File: src/wgm_pkg.sv
// shared types and constants of the glob matcher
package wgm_pkg;

	// field widths of the item and result channels
	localparam int unsigned ACTION_W = 2;
	localparam int unsigned INDEX_W  = 6;
	localparam int unsigned SYMBOL_W = 8;
	localparam int unsigned LENGTH_W = 7;

	// width used for length and position compares (covers pattern sizes up to 255)
	localparam int unsigned CMP_W = 8;

	// apb port
	localparam int unsigned APB_ADDR_W = 3;
	localparam int unsigned APB_DATA_W = 32;

	// register indexes, taken from paddr[2]
	localparam logic REG_IGNORE_CASE    = 1'b0;
	localparam logic REG_PATTERN_LENGTH = 1'b1;

	// register reset values
	localparam logic                IGNORE_CASE_RST    = 1'b1;
	localparam logic [LENGTH_W-1:0] PATTERN_LENGTH_RST = 7'd0;

	// item action codes
	localparam logic [ACTION_W-1:0] ACT_PATTERN = 2'd0;
	localparam logic [ACTION_W-1:0] ACT_SUBJECT = 2'd1;
	localparam logic [ACTION_W-1:0] ACT_END     = 2'd2;

	// special pattern bytes and ascii letter bounds
	localparam logic [SYMBOL_W-1:0] STAR_SYM    = 8'd42;
	localparam logic [SYMBOL_W-1:0] QMARK_SYM   = 8'd63;
	localparam logic [SYMBOL_W-1:0] UPPER_A     = 8'd65;
	localparam logic [SYMBOL_W-1:0] UPPER_Z     = 8'd90;
	localparam logic [SYMBOL_W-1:0] LOWER_A     = 8'd97;
	localparam logic [SYMBOL_W-1:0] LOWER_Z     = 8'd122;
	localparam logic [SYMBOL_W-1:0] CASE_OFFSET = 8'd32;

	// configuration as seen by the datapath
	typedef struct packed {
		logic                ignore_case;
		logic [LENGTH_W-1:0] pattern_length;
	} cfg_t;

	// bits one cell hands to the next position
	typedef struct packed {
		logic pre;  // closure of the held active bits through a star
		logic adv;  // a literal or '?' matched, next position becomes active
		logic post; // closure of the new active bits through a star
	} link_t;

endpackage

File: src/wgm_if.sv
// item and result channel interfaces
interface wgm_item_if;
	logic                            valid;
	logic                            ready;
	logic [wgm_pkg::ACTION_W-1:0]    action;
	logic [wgm_pkg::INDEX_W-1:0]     pattern_index;
	logic [wgm_pkg::SYMBOL_W-1:0]    symbol;

	modport source (output valid, action, pattern_index, symbol, input ready);
	modport sink   (input valid, action, pattern_index, symbol, output ready);
endinterface

interface wgm_result_if;
	logic valid;
	logic ready;
	logic matched;

	modport source (output valid, matched, input ready);
	modport sink   (input valid, matched, output ready);
endinterface

File: src/wgm_cfg.sv
// apb register file: ignore_case and pattern_length
module wgm_cfg (
	input  logic                              clk,
	input  logic                              arst_n,
	input  logic                              psel,
	input  logic                              penable,
	input  logic                              pwrite,
	input  logic [wgm_pkg::APB_ADDR_W-1:0]    paddr,
	input  logic [wgm_pkg::APB_DATA_W-1:0]    pwdata,
	output logic [wgm_pkg::APB_DATA_W-1:0]    prdata,
	output logic                              pready,
	output wgm_pkg::cfg_t                     cfg
);

	logic                           ignore_case_q;
	logic [wgm_pkg::LENGTH_W-1:0]   pattern_length_q;
	logic                           wr;
	logic                           sel;

	assign pready = 1'b1;
	assign wr     = psel && penable && pwrite && pready;
	assign sel    = paddr[2];

	always_ff @(posedge clk or negedge arst_n) begin
		if (!arst_n) begin
			ignore_case_q    <= wgm_pkg::IGNORE_CASE_RST;
			pattern_length_q <= wgm_pkg::PATTERN_LENGTH_RST;
		end else if (wr) begin
			unique case (sel)
				wgm_pkg::REG_IGNORE_CASE:    ignore_case_q    <= pwdata[0];
				wgm_pkg::REG_PATTERN_LENGTH: pattern_length_q <= pwdata[wgm_pkg::LENGTH_W-1:0];
				default: ;
			endcase
		end
	end

	always_comb begin
		unique case (sel)
			wgm_pkg::REG_IGNORE_CASE:    prdata = wgm_pkg::APB_DATA_W'(ignore_case_q);
			wgm_pkg::REG_PATTERN_LENGTH: prdata = wgm_pkg::APB_DATA_W'(pattern_length_q);
			default:                     prdata = '0;
		endcase
	end

	assign cfg.ignore_case    = ignore_case_q;
	assign cfg.pattern_length = pattern_length_q;

endmodule

File: src/wgm_cell.sv
// one pattern position: stored byte, active bit, match and star closure
module wgm_cell #(
	parameter bit IS_HOME = 1'b0
) (
	input  logic                            clk,
	input  logic                            arst_n,
	input  logic                            wr_en,
	input  logic [wgm_pkg::SYMBOL_W-1:0]    symbol,
	input  logic                            ignore_case,
	input  logic                            en,
	input  logic                            step,
	input  logic                            rearm,
	input  wgm_pkg::link_t                  link_in,
	output wgm_pkg::link_t                  link_out,
	output logic                            closed
);

	logic [wgm_pkg::SYMBOL_W-1:0] pat_q;
	logic                         active_q;
	logic                         is_star;
	logic                         go;
	logic                         hit;
	logic                         upper;
	logic                         lower;
	logic                         raw;
	logic                         nxt;

	// pattern byte, no reset: undefined until written
	always_ff @(posedge clk) begin
		if (wr_en) begin
			pat_q <= symbol;
		end
	end

	assign is_star = (pat_q == wgm_pkg::STAR_SYM);
	assign go      = en && is_star;
	assign upper   = (pat_q >= wgm_pkg::UPPER_A) && (pat_q <= wgm_pkg::UPPER_Z);
	assign lower   = (pat_q >= wgm_pkg::LOWER_A) && (pat_q <= wgm_pkg::LOWER_Z);

	assign hit = (pat_q == wgm_pkg::QMARK_SYM) || (pat_q == symbol)
		|| (ignore_case && upper && ((pat_q + wgm_pkg::CASE_OFFSET) == symbol))
		|| (ignore_case && lower && ((pat_q - wgm_pkg::CASE_OFFSET) == symbol));

	// closure of the held bits, then the step, then closure of the new bits
	assign closed        = active_q || link_in.pre;
	assign link_out.pre  = closed && go;
	assign link_out.adv  = closed && en && !is_star && hit;
	assign raw           = (closed && go) || link_in.adv;
	assign nxt           = raw || link_in.post;
	assign link_out.post = nxt && go;

	always_ff @(posedge clk or negedge arst_n) begin
		if (!arst_n) begin
			active_q <= IS_HOME;
		end else if (rearm) begin
			active_q <= IS_HOME;
		end else if (step) begin
			active_q <= nxt;
		end
	end

endmodule

File: src/wildcard_glob_matcher.sv
// top level of the glob matcher: cell row, apb registers, result register
//
// channel   dir  transfer                         payload
// item      in   item.valid && item.ready         action, pattern_index, symbol
// result    out  result.valid && result.ready     matched
// apb       in   psel && penable && pwrite        ignore_case, pattern_length
//
// one item per cycle unless stalled; a subject byte updates all positions at once
// in the row of cells, bounded by the two ripple closure chains along the row
// an end-of-subject item loads the result register at its transfer edge,
// the result is offered from the next cycle on
// reset clears the active bits to position zero and empties the result register;
// the pattern bytes hold whatever was there until written
// item.ready drops only while a result is held and result.ready is low
module wildcard_glob_matcher #(
	parameter int unsigned PATTERN_MAX = 64
) (
	input  logic                              clk,
	input  logic                              arst_n,
	wgm_item_if.sink                          item,
	wgm_result_if.source                      result,
	input  logic                              psel,
	input  logic                              penable,
	input  logic                              pwrite,
	input  logic [wgm_pkg::APB_ADDR_W-1:0]    paddr,
	input  logic [wgm_pkg::APB_DATA_W-1:0]    pwdata,
	output logic [wgm_pkg::APB_DATA_W-1:0]    prdata,
	output logic                              pready
);

	localparam int unsigned SEL_W = $clog2(PATTERN_MAX + 1);

	wgm_pkg::cfg_t               cfg;
	logic [wgm_pkg::CMP_W-1:0]   len_ext;
	logic [wgm_pkg::CMP_W-1:0]   eff_len;
	logic                        accept;
	logic                        do_write;
	logic                        do_step;
	logic                        do_end;
	logic                        last_q;       // active bit of the final position
	logic                        result_valid_q;
	logic                        matched_q;
	logic [PATTERN_MAX:0]        closed;       // active bits after star closure
	wgm_pkg::link_t              links [PATTERN_MAX+1];

	// register file
	wgm_cfg u_cfg (
		.clk     (clk),
		.arst_n  (arst_n),
		.psel    (psel),
		.penable (penable),
		.pwrite  (pwrite),
		.paddr   (paddr),
		.pwdata  (pwdata),
		.prdata  (prdata),
		.pready  (pready),
		.cfg     (cfg)
	);

	// lengths above the row size behave as the full row
	assign len_ext = wgm_pkg::CMP_W'(cfg.pattern_length);
	assign eff_len = (len_ext > wgm_pkg::CMP_W'(PATTERN_MAX))
		? wgm_pkg::CMP_W'(PATTERN_MAX) : len_ext;

	// a held result blocks new items only while the sink stalls
	assign item.ready = !result_valid_q || result.ready;
	assign accept     = item.valid && item.ready;

	always_comb begin
		do_write = 1'b0;
		do_step  = 1'b0;
		do_end   = 1'b0;
		unique case (item.action)
			wgm_pkg::ACT_PATTERN: do_write = accept;
			wgm_pkg::ACT_SUBJECT: do_step  = accept;
			wgm_pkg::ACT_END:     do_end   = accept;
			default: ;  // unused code, no effect
		endcase
	end

	// nothing flows into position zero
	assign links[0] = '0;

	// row of cells, one per pattern position
	for (genvar i = 0; i < PATTERN_MAX; i++) begin : g_cell
		logic wr_en;
		logic en;

		assign wr_en = do_write
			&& (wgm_pkg::CMP_W'(item.pattern_index) == wgm_pkg::CMP_W'(i));
		assign en    = wgm_pkg::CMP_W'(i) < eff_len;

		wgm_cell #(
			.IS_HOME (i == 0)
		) u_cell (
			.clk         (clk),
			.arst_n      (arst_n),
			.wr_en       (wr_en),
			.symbol      (item.symbol),
			.ignore_case (cfg.ignore_case),
			.en          (en),
			.step        (do_step),
			.rearm       (do_end),
			.link_in     (links[i]),
			.link_out    (links[i+1]),
			.closed      (closed[i])
		);
	end

	// final position has no pattern byte, it only collects from the last cell
	assign closed[PATTERN_MAX] = last_q || links[PATTERN_MAX].pre;

	always_ff @(posedge clk or negedge arst_n) begin
		if (!arst_n) begin
			last_q <= 1'b0;
		end else if (do_end) begin
			last_q <= 1'b0;
		end else if (do_step) begin
			last_q <= links[PATTERN_MAX].adv || links[PATTERN_MAX].post;
		end
	end

	// result register
	always_ff @(posedge clk or negedge arst_n) begin
		if (!arst_n) begin
			result_valid_q <= 1'b0;
		end else if (do_end) begin
			result_valid_q <= 1'b1;
		end else if (result.ready) begin
			result_valid_q <= 1'b0;
		end
	end

	// whole subject matched when the position after the pattern is active
	always_ff @(posedge clk) begin
		if (do_end) begin
			matched_q <= closed[eff_len[SEL_W-1:0]];
		end
	end

	assign result.valid   = result_valid_q;
	assign result.matched = matched_q;

endmodule
File: src/flat_wrapper.sv
// flat-port wrapper written by rule: the top's interface ports become plain ports
module wildcard_glob_matcher_flat 
#(
	parameter int unsigned PATTERN_MAX = 64
)
  (clk, arst_n, psel, penable, pwrite, paddr, pwdata, prdata, pready, item_valid, item_action, item_pattern_index, item_symbol, item_ready, result_valid, result_matched, result_ready);
  wgm_item_if item_i ();
  wgm_result_if result_i ();
  input  logic clk;
  input  logic arst_n;
  input  logic psel;
  input  logic penable;
  input  logic pwrite;
  input  logic [wgm_pkg::APB_ADDR_W-1:0] paddr;
  input  logic [wgm_pkg::APB_DATA_W-1:0] pwdata;
  output logic [wgm_pkg::APB_DATA_W-1:0] prdata;
  output logic pready;
  input wire logic [$bits(item_i.valid)-1:0] item_valid;
  input wire logic [$bits(item_i.action)-1:0] item_action;
  input wire logic [$bits(item_i.pattern_index)-1:0] item_pattern_index;
  input wire logic [$bits(item_i.symbol)-1:0] item_symbol;
  output wire logic [$bits(item_i.ready)-1:0] item_ready;
  output wire logic [$bits(result_i.valid)-1:0] result_valid;
  output wire logic [$bits(result_i.matched)-1:0] result_matched;
  input wire logic [$bits(result_i.ready)-1:0] result_ready;
  assign item_i.valid = item_valid;
  assign item_i.action = item_action;
  assign item_i.pattern_index = item_pattern_index;
  assign item_i.symbol = item_symbol;
  assign item_ready = item_i.ready;
  assign result_valid = result_i.valid;
  assign result_matched = result_i.matched;
  assign result_i.ready = result_ready;
  wildcard_glob_matcher #(.PATTERN_MAX(PATTERN_MAX)) u_core (.clk(clk), .arst_n(arst_n), .item(item_i), .result(result_i), .psel(psel), .penable(penable), .pwrite(pwrite), .paddr(paddr), .pwdata(pwdata), .prdata(prdata), .pready(pready));
endmodule
File: config.mk
export PLATFORM = sky130hd
export DESIGN_NAME = wildcard_glob_matcher_flat
export DESIGN_NICKNAME = d
export VERILOG_FILES = /design/src/wgm_pkg.sv /design/src/wgm_if.sv /design/src/wgm_cfg.sv /design/src/wgm_cell.sv /design/src/wildcard_glob_matcher.sv /design/src/flat_wrapper.sv
export SDC_FILE = /design/constraint.sdc
export NUM_CORES = 2
export LEC_CHECK = 0
export BUFFER_PORTS_ARGS = -buffer_cell sky130_fd_sc_hd__buf_2
export CORE_MARGIN = 2
export CORE_UTILIZATION = 44
export CTS_BUF_LIST = sky130_fd_sc_hd__clkbuf_4
export CTS_CLUSTER_SIZE = 40
export DETAILED_ROUTE_END_ITERATION = 6
export PLACE_DENSITY = 0.63
export SYNTH_ARGS = -nofsm -noshare
export SYNTH_HDL_FRONTEND = slang
export SYNTH_SLANG_ARGS = --single-unit
File: constraint.sdc
create_clock -name clk -period 6 [get_ports clk]
set_input_delay 0.3 -clock clk [delete_from_list [all_inputs] [get_ports clk]]
set_output_delay 0.3 -clock clk [all_outputs]
set_load 0.01 [all_outputs]
* Word level (Yosys, flattened, before mapping) *
Index checks and enable logic that the tools add are counted.

word-level totals
  memory bits (read-only) = 0
  register bits = 587
  memories kept = 0
  latch bits = 0
  word-level logic and storage cells = 2,398
  memory bits (writable) = 0
  input port bits = 58
  output and inout bits = 36

cells by class
  muxes and demuxes = 139
  magnitude comparators = 322
  bitwise logic cells = 1
  add/sub/neg operators = 128
  multiply operators = 0
  div/mod/pow operators = 0
  shifts and indexed selects = 0
  reductions and logical operators = 1,290
  eq/ne operators = 385

operators by type and width
  operator                                                                number
  8-bit equality test                                                     192
  8-bit by 6-bit equality test with 1-bit output (second input constant)  128
  8-bit by 7-bit >= comparator with 1-bit output (second input constant)  128
  8-bit by 7-bit <= comparator with 1-bit output (second input constant)  128
  1-bit logical AND                                                       835
  8-bit by 6-bit adder with 8-bit output (second input constant)          64
  8-bit by 6-bit subtractor with 8-bit output (second input constant)     64
  1-bit logical OR                                                        384
  6-bit by 8-bit < comparator with 1-bit output (first input constant)    32
  6-bit equality test (second input constant)                             32
  1-bit two-way mux                                                       136
  5-bit by 8-bit < comparator with 1-bit output (first input constant)    16
  6-bit by 5-bit equality test with 1-bit output (second input constant)  16
  1-bit logical NOT                                                       65
  4-bit by 8-bit < comparator with 1-bit output (first input constant)    8
  32-bit one-hot mux with 2 select lines                                  1
  6-bit by 4-bit equality test with 1-bit output (second input constant)  8
  3-bit by 8-bit < comparator with 1-bit output (first input constant)    4
  6-bit by 3-bit equality test with 1-bit output (second input constant)  4
  1-bit by 8-bit < comparator with 1-bit output (first input constant)    2
  2-bit by 8-bit < comparator with 1-bit output (first input constant)    2
  6-bit by 2-bit equality test with 1-bit output (second input constant)  2
  7-bit by 8-bit < comparator with 1-bit output (second input constant)   1
  1-bit binary-select mux with 7-bit select                               1
  other kinds (10)                                                        12

* Longest topological paths before layout *
  word-level depth = 137
  gate-level depth with buffers = 27
  depth with buffers taken out = 22

* Cells and area by module *
Synthesis repeated with hierarchy kept, for this count alone.

unflattened totals
  cells, all modules = 3,721
  area total of the unflattened synthesis = 40,556.4 um^2

by module, submodules not included
  module                                    instances  area an instance (um^2)  cells each  sequential area each (um^2)
  wgm_cell at u_core.g_cell[10].u_cell ...  63         595.6                    52          265.3
  wildcard_glob_matcher                     1          1,849.3                  338         80.1
  wgm_cell at u_core.g_cell[0].u_cell       1          598.1                    53          266.5
  wgm_cfg                                   1          588.1                    54          201.4

* Least setup slack after synthesis *
OpenSTA, ideal clock, no wires.

  path kind = input -> register
  from = input item_symbol[7]
  to = register u_core.last_q
  arrival time = 4.848 ns
  stages on the path = 25
  library setup time = 0.103 ns
  slack = 1.049 ns
  required time = 5.897 ns
  buffers on the path = 8
  path through = buf_2 > buf_4 > buf_2 > buf_4 > buf_4 > buf_4 > buf_2 > buf_2 > xor2_1 > nor3_1 > a31oi_1 > a2111oi_0 > o21bai_1 > a2111oi_0 > o21ai_0 > a21oi_1 > nand2_1 > o21ai_0 > a21oi_1 > o31ai_4 > a21oi_2 > a21bo_1 > a221oi_2 > a31oi_1 > o41ai_2

on the way
  cells in the longest elaborated chain, start to end = 135
  elaborated cells between the ends (all ways) = 768
  those cells by class = eq/ne: 192; mux: 2; reduce/logical: 574

RTL lines
  what                                                   RTL line                        text
  from (decl)                                            flat_wrapper.sv:21              input wire logic [$bits(item_i.symbol)-1:0] item_symbol;
  8-bit equality test (on tied branches)                 wgm_cell.sv:40, wgm_cell.sv:41
  1-bit logical OR or 1-bit logical AND (tied branches)  wgm_cell.sv:40, wgm_cell.sv:41
  1-bit logical OR                                       wgm_cell.sv:41                  || (ignore_case && upper && ((pat_q + wgm_pkg::CASE_OFFSET) == symbol))
  1-bit logical OR                                       wgm_cell.sv:42                  || (ignore_case && lower && ((pat_q - wgm_pkg::CASE_OFFSET) == symbol));
  1-bit logical AND                                      wgm_cell.sv:47                  assign link_out.adv = closed && en && !is_star && hit;
  1-bit logical OR                                       wgm_cell.sv:48                  assign raw = (closed && go) || link_in.adv;
  1-bit logical OR                                       wgm_cell.sv:49                  assign nxt = raw || link_in.post;
  1-bit logical AND                                      wgm_cell.sv:50                  assign link_out.post = nxt && go;
  [119 not listed]                                       -
  1-bit logical AND                                      wgm_cell.sv:50
  1-bit logical OR                                       wgm_cell.sv:49
  1-bit logical AND                                      wgm_cell.sv:50
  1-bit logical OR                                       wgm_cell.sv:49
  1-bit logical AND                                      wgm_cell.sv:50
  1-bit logical OR *                                     wildcard_glob_matcher.sv:119    last_q <= links[PATTERN_MAX].adv || links[PATTERN_MAX].post;
  1-bit two-way mux *                                    wildcard_glob_matcher.sv:118    end else if (do_step) begin
  1-bit two-way mux *                                    wildcard_glob_matcher.sv:116    end else if (do_end) begin
  to (signal assigned)                                   wildcard_glob_matcher.sv:119
  to (decl)                                              wildcard_glob_matcher.sv:40     logic last_q;

Every way passes the cells marked *; elsewhere a longest branch is shown, timed or not. The select of a mux whose other input is x is not followed.
A chain may end at the register's enable or synchronous reset.

* Worst setup path in the final report *
  from = register u_core.u_cfg.pattern_length_q[3] in the netlist's numbering
  to = register u_core.g_cell[63].u_cell.active_q

on the way
  cells in the longest elaborated chain, start to end = 135
  elaborated cells between the ends (all ways) = 637
  those cells by class = order compare: 65; mux: 3; reduce/logical: 569

RTL lines
  what                                                   RTL line                                        text
  from (decl)                                            wgm_cfg.sv:16                                   logic [wgm_pkg::LENGTH_W-1:0] pattern_length_q;
  from (signal assigned)                                 wgm_cfg.sv:27                                   pattern_length_q <= wgm_pkg::PATTERN_LENGTH_RST;
  from (signal assigned)                                 wgm_cfg.sv:31                                   wgm_pkg::REG_PATTERN_LENGTH: pattern_length_q <= pwdata[wgm_pkg::LENGTH_W-1:0];
  7-bit greater-than comparator                          wildcard_glob_matcher.sv:62                     assign eff_len = (len_ext > wgm_pkg::CMP_W'(PATTERN_MAX))
  7-bit two-way mux *                                    wildcard_glob_matcher.sv:63                     ? wgm_pkg::CMP_W'(PATTERN_MAX) : len_ext;
  1-bit by 8-bit < comparator with 1-bit output          wildcard_glob_matcher.sv:91                     assign en = wgm_pkg::CMP_W'(i) < eff_len;
  1-bit logical AND                                      wgm_cell.sv:36                                  assign go = en && is_star;
  1-bit logical AND                                      wgm_cell.sv:46, wgm_cell.sv:48
  1-bit logical OR                                       wgm_cell.sv:45                                  assign closed = active_q || link_in.pre;
  1-bit logical AND (on tied branches)                   wgm_cell.sv:46, wgm_cell.sv:48, wgm_cell.sv:47
  1-bit logical OR, or another cell as far along         wgm_cell.sv:45
  [119 not listed]                                       -
  1-bit logical OR, or another cell as far along         wgm_cell.sv:45
  1-bit logical AND, or another cell as far along        wgm_cell.sv:46, wgm_cell.sv:48
  1-bit logical OR, or another cell as far along         wgm_cell.sv:45
  1-bit logical AND, or another cell as far along        wgm_cell.sv:48
  1-bit logical OR or 1-bit logical AND (tied branches)  wgm_cell.sv:48, wgm_cell.sv:50
  1-bit logical OR *                                     wgm_cell.sv:49
  1-bit two-way mux *                                    wgm_cell.sv:57                                  end else if (step) begin
  1-bit two-way mux *                                    wgm_cell.sv:55                                  end else if (rearm) begin
  to (signal assigned)                                   wgm_cell.sv:58                                  active_q <= nxt;
  to (decl)                                              wgm_cell.sv:19                                  logic active_q;

Marks and branches as above.

==> flow_metrics.env <==
export IMPL_cp_arrival_ps=6630
export IMPL_area_growth_pct=12.8
export IMPL_ys_types=108
export IMPL_min_period_ps=5710
export IMPL_final_nets=4665
export IMPL_cellLeakagePower_nw=16.3
export IMPL_hold_viol_final=0
export IMPL_path_max_fanout=9
export IMPL_synth_seq_cells=587
export IMPL_yosysSeqAreaShare_pct=42.5
export IMPL_slew_headroom_pct=28.5
export IMPL_core_area_sq_mm=0.0915
export IMPL_multi_input_area_sq_mm=0.0219
export IMPL_reg2reg_slack_ps=290
export IMPL_clock_latency_ps=1110
export IMPL_design_area_sq_mm=0.0458
export IMPL_synth_common_cells="513 x edfxtp_1, 401 x xor2_1, 322 x nand2_1, 295 x nor2_1, 291 x xnor2_1"
export IMPL_synth_edf_count=513
export IMPL_cp_end_kind="flip-flop"
export IMPL_yosys_area_share_adder_pct=3.94
export IMPL_post_dp_cell_area_sq_mm=0.0432
export IMPL_rr_worst_depth=21
export IMPL_initialDrtViolationCount=3617
export IMPL_synth_most_common_cell="edfxtp_1"
export IMPL_wl_per_cell_um=21.5
export IMPL_row_count=111
export IMPL_dr_pass1_iters=7
export IMPL_grt_pass1_vias=33300
export IMPL_grt_pass1_wl_um=190000
export IMPL_ys_warn_count=0
export IMPL_start_kind="flip-flop"
export IMPL_regArea_sq_mm=0.0173
export IMPL_finalMaxSlewViolations=0
export IMPL_synth_top_cell_by_area="edfxtp_1"
export IMPL_worstMarginPinSlew_ps=1070
export IMPL_synth_area_sq_mm=0.0406
export IMPL_synth_mux_area_share_pct=0.250
export IMPL_vias=34800
export IMPL_finalClockSkew_ps=106
export IMPL_final_setup_viol_count=0
export IMPL_path_class="flip-flop to flip-flop"
export IMPL_route_detailed_drc=0
export IMPL_design_power_total_w=0.00984
export IMPL_layoutNonFillerInstCount=5800
export IMPL_track_usage_pct=26.0
export IMPL_postRouteAntennaNets=0
export IMPL_syn_inst=4206
export IMPL_worstHoldStart="item_valid"
export IMPL_status="completed"
export IMPL_crit_required_ps=6920
export IMPL_portBuffers=40
export IMPL_avgSynthCellArea_sq_um=9.66
export IMPL_yosys_most_used_dff="edfxtp_1"
export IMPL_antenna_found_initial=5
export IMPL_fmax_mhz=175
export IMPL_grt_overflow=0
export IMPL_cts_tree="built"
export IMPL_synth_top_area_share_pct=37.9
export IMPL_die_w_um=308
export IMPL_cts_buffers=160
export IMPL_finalCritPeriodShare_pct=95.2
export IMPL_synthTopCellsByArea="edfxtp_1 38%, xor2_1 8.6%, xnor2_1 6.3%"
export IMPL_async_flop_share_pct=12.6
export IMPL_clk_pin_slew_worst_paths_ps=80
export IMPL_routed_wl_um=125000
export IMPL_synth_compound_area_share_pct=16.2
export IMPL_tns_ps=0
export IMPL_cts_root_buf="clkbuf_4"
export IMPL_htreeDepth=4
export IMPL_drive_gt1_share_pct=12.9
export IMPL_io_pin_count=94
export IMPL_grt_max_degree=81
export IMPL_die_h_um=308
export IMPL_hpwlAfterDp_um=87100
export IMPL_start_util_pct=44.4
export IMPL_synth_top_family_by_area="simple AND/OR/NAND/NOR gates"
export IMPL_cap_violations=0
export IMPL_synthSimpleGateAreaFrac_pct=18.2
export IMPL_dieArea_sq_mm=0.0948
export IMPL_r2r_end="u_core.g_cell[63].u_cell.active_q$_DFFE_PN0P_"
export IMPL_synth_xor_area_share_pct=14.9
export IMPL_p_per_area_mw_per_mm2=215
export IMPL_ir_worst_vdd_uv=170
export IMPL_min_path_cells=4
export IMPL_min_to="u_core.g_cell[60].u_cell.active_q$_DFFE_PN0P_"
export IMPL_placedCellCount=5463
export IMPL_fill_cells=8379
export IMPL_gp_congestion=0.978
export IMPL_hold_class="primary input to flip-flop"
export IMPL_postLayoutCoreUtil_pct=50.1
export IMPL_r2r_start="u_core.u_cfg.pattern_length_q[3]$_DFFE_PN0P_"
export IMPL_via_per_inst=6.00
export IMPL_cts_path_max_buffers=3
export IMPL_cts_sinks=587
## worst max path at each step
stage,end,slack [ps],depth (start not counted),start
floorplan,u_core.last_q$_DFFE_PN0P_,1050,25,item_symbol[7]
finish,u_core.g_cell[63].u_cell.active_q$_DFFE_PN0P_,290,21,u_core.u_cfg.pattern_length_q[3]$_DFFE_PN0P_
detailed placement,u_core.last_q$_DFFE_PN0P_,60,22,u_core.u_cfg.pattern_length_q[2]$_DFFE_PN0P_
global placement,u_core.g_cell[63].u_cell.active_q$_DFFE_PN0P_,90,23,u_core.u_cfg.pattern_length_q[3]$_DFFE_PN0P_
global route,u_core.last_q$_DFFE_PN0P_,-6,21,u_core.g_cell[21].u_cell.pat_q[0]$_DFFE_PP_
CTS,u_core.last_q$_DFFE_PN0P_,20,22,u_core.u_cfg.pattern_length_q[2]$_DFFE_PN0P_
## critical path, cell delays in order, from the launching register on
cell and delay (ps):
dfrtp_1 410, or4_1 690, a21oi_1 270, a211oi_2 100, o311ai_2 300, a31oi_1 120
buf_4 190, o31ai_4 500, buf_12 190, a21o_1 350, a21oi_1 150, nand3b_1 190
a211o_1 320, nor4_2 430, o221ai_2 180, a21oi_2 270, o31ai_4 90, a21oi_2 180
a21bo_1 170, a221oi_2 80, a31oi_2 300, o31ai_1 90
## power breakdown
| group | switching (W) | internal (W) | leakage, nW | total, W |
|---|---|---|---|---|
| Sequential | 0.0000525 | 0.00447 | 5.62 | 0.00452 |
| Clock | 0.00183 | 0.00193 | 1.22 | 0.00377 |
| Combinational | 0.00107 | 0.000492 | 9.50 | 0.00156 |
| Total | 0.00295 | 0.00689 | 16.3 | 0.00984 |
## cell usage in the layout, fill, tap and decap left out, types with 128 or more instances in the layout
master / n
a21oi_1: 244
buf_4: 187
clkbuf_4: 220
edfxtp_1: 513
ha_1: 128
inv_1: 177
nand2_1: 321
nand3_1: 176
nor2_1: 294
nor3_1: 220
o21ai_0: 130
xnor2_1: 291
xor2_1: 401
## flip-flops by register name, summed over array words and instances (netlist names)
signal and flops:
u_core.g_cell.u_cell.pat_q 512, u_core.g_cell.u_cell.active_q 64, u_core.u_cfg.pattern_length_q 7, u_core.last_q 1
u_core.result.matched 1, u_core.result.valid 1, u_core.u_cfg.ignore_case_q 1
## layout make-up
| cell class | instances | share of cell area, % |
|---|---|---|
| Multi-Input combinational cell | 3271 | 47.8 |
| Antenna cell | 6 | 0.0328 |
| Timing Repair Buffer | 281 | 5.17 |
| Clock inverter | 71 | 0.994 |
| Inverter | 178 | 1.46 |
| Sequential cell | 587 | 37.7 |
| Tap cell | 1186 | 3.24 |
| Clock buffer | 220 | 3.60 |
## logic make-up (layout without fill, tap and decap cells)
group | Yosys count | in the layout
muxes | 9 | 9
AOI/OAI and AO/OA | 957 | 957
adders and majority gates | 128 | 128
buffers and inverters | 372 | 750
xor gates and xnor gates | 692 | 692
and+or+nand+nor | 1459 | 1459
other | 2 | 32
DFF | 587 | 587
## layer usage
| layer | share of wire [%] | GRT usage (%) | up-vias |
|---|---|---|---|
| met3 | 8.3 | 5.85 | 270 |
| met4 | 4.1 | 11.3 | 2 |
| li1 | - | - | 16200 |
| met5 | 0.010 | 0 | - |
| met2 | 45 | 41.9 | 1380 |
| met1 | 42 | 33.4 | 16900 |
## through the flow
step	worst slack, ps	hold WS [ps]
final	290	112
after global routing	-5.75	94.8
after CTS	15.3	5.70
after detailed placement	60.8	279
after global placement	88.7	287
after floorplan	1050	4.41
## repair_timing
item                                    CTS  global route
resized for setup                         0            22
hold buffers                             39             0
setup buffers                             0             1
endpoints found under the hold margin   568             0
endpoints found under the setup margin    0            13
Note: power is estimated with default switching activity, not from simulation.
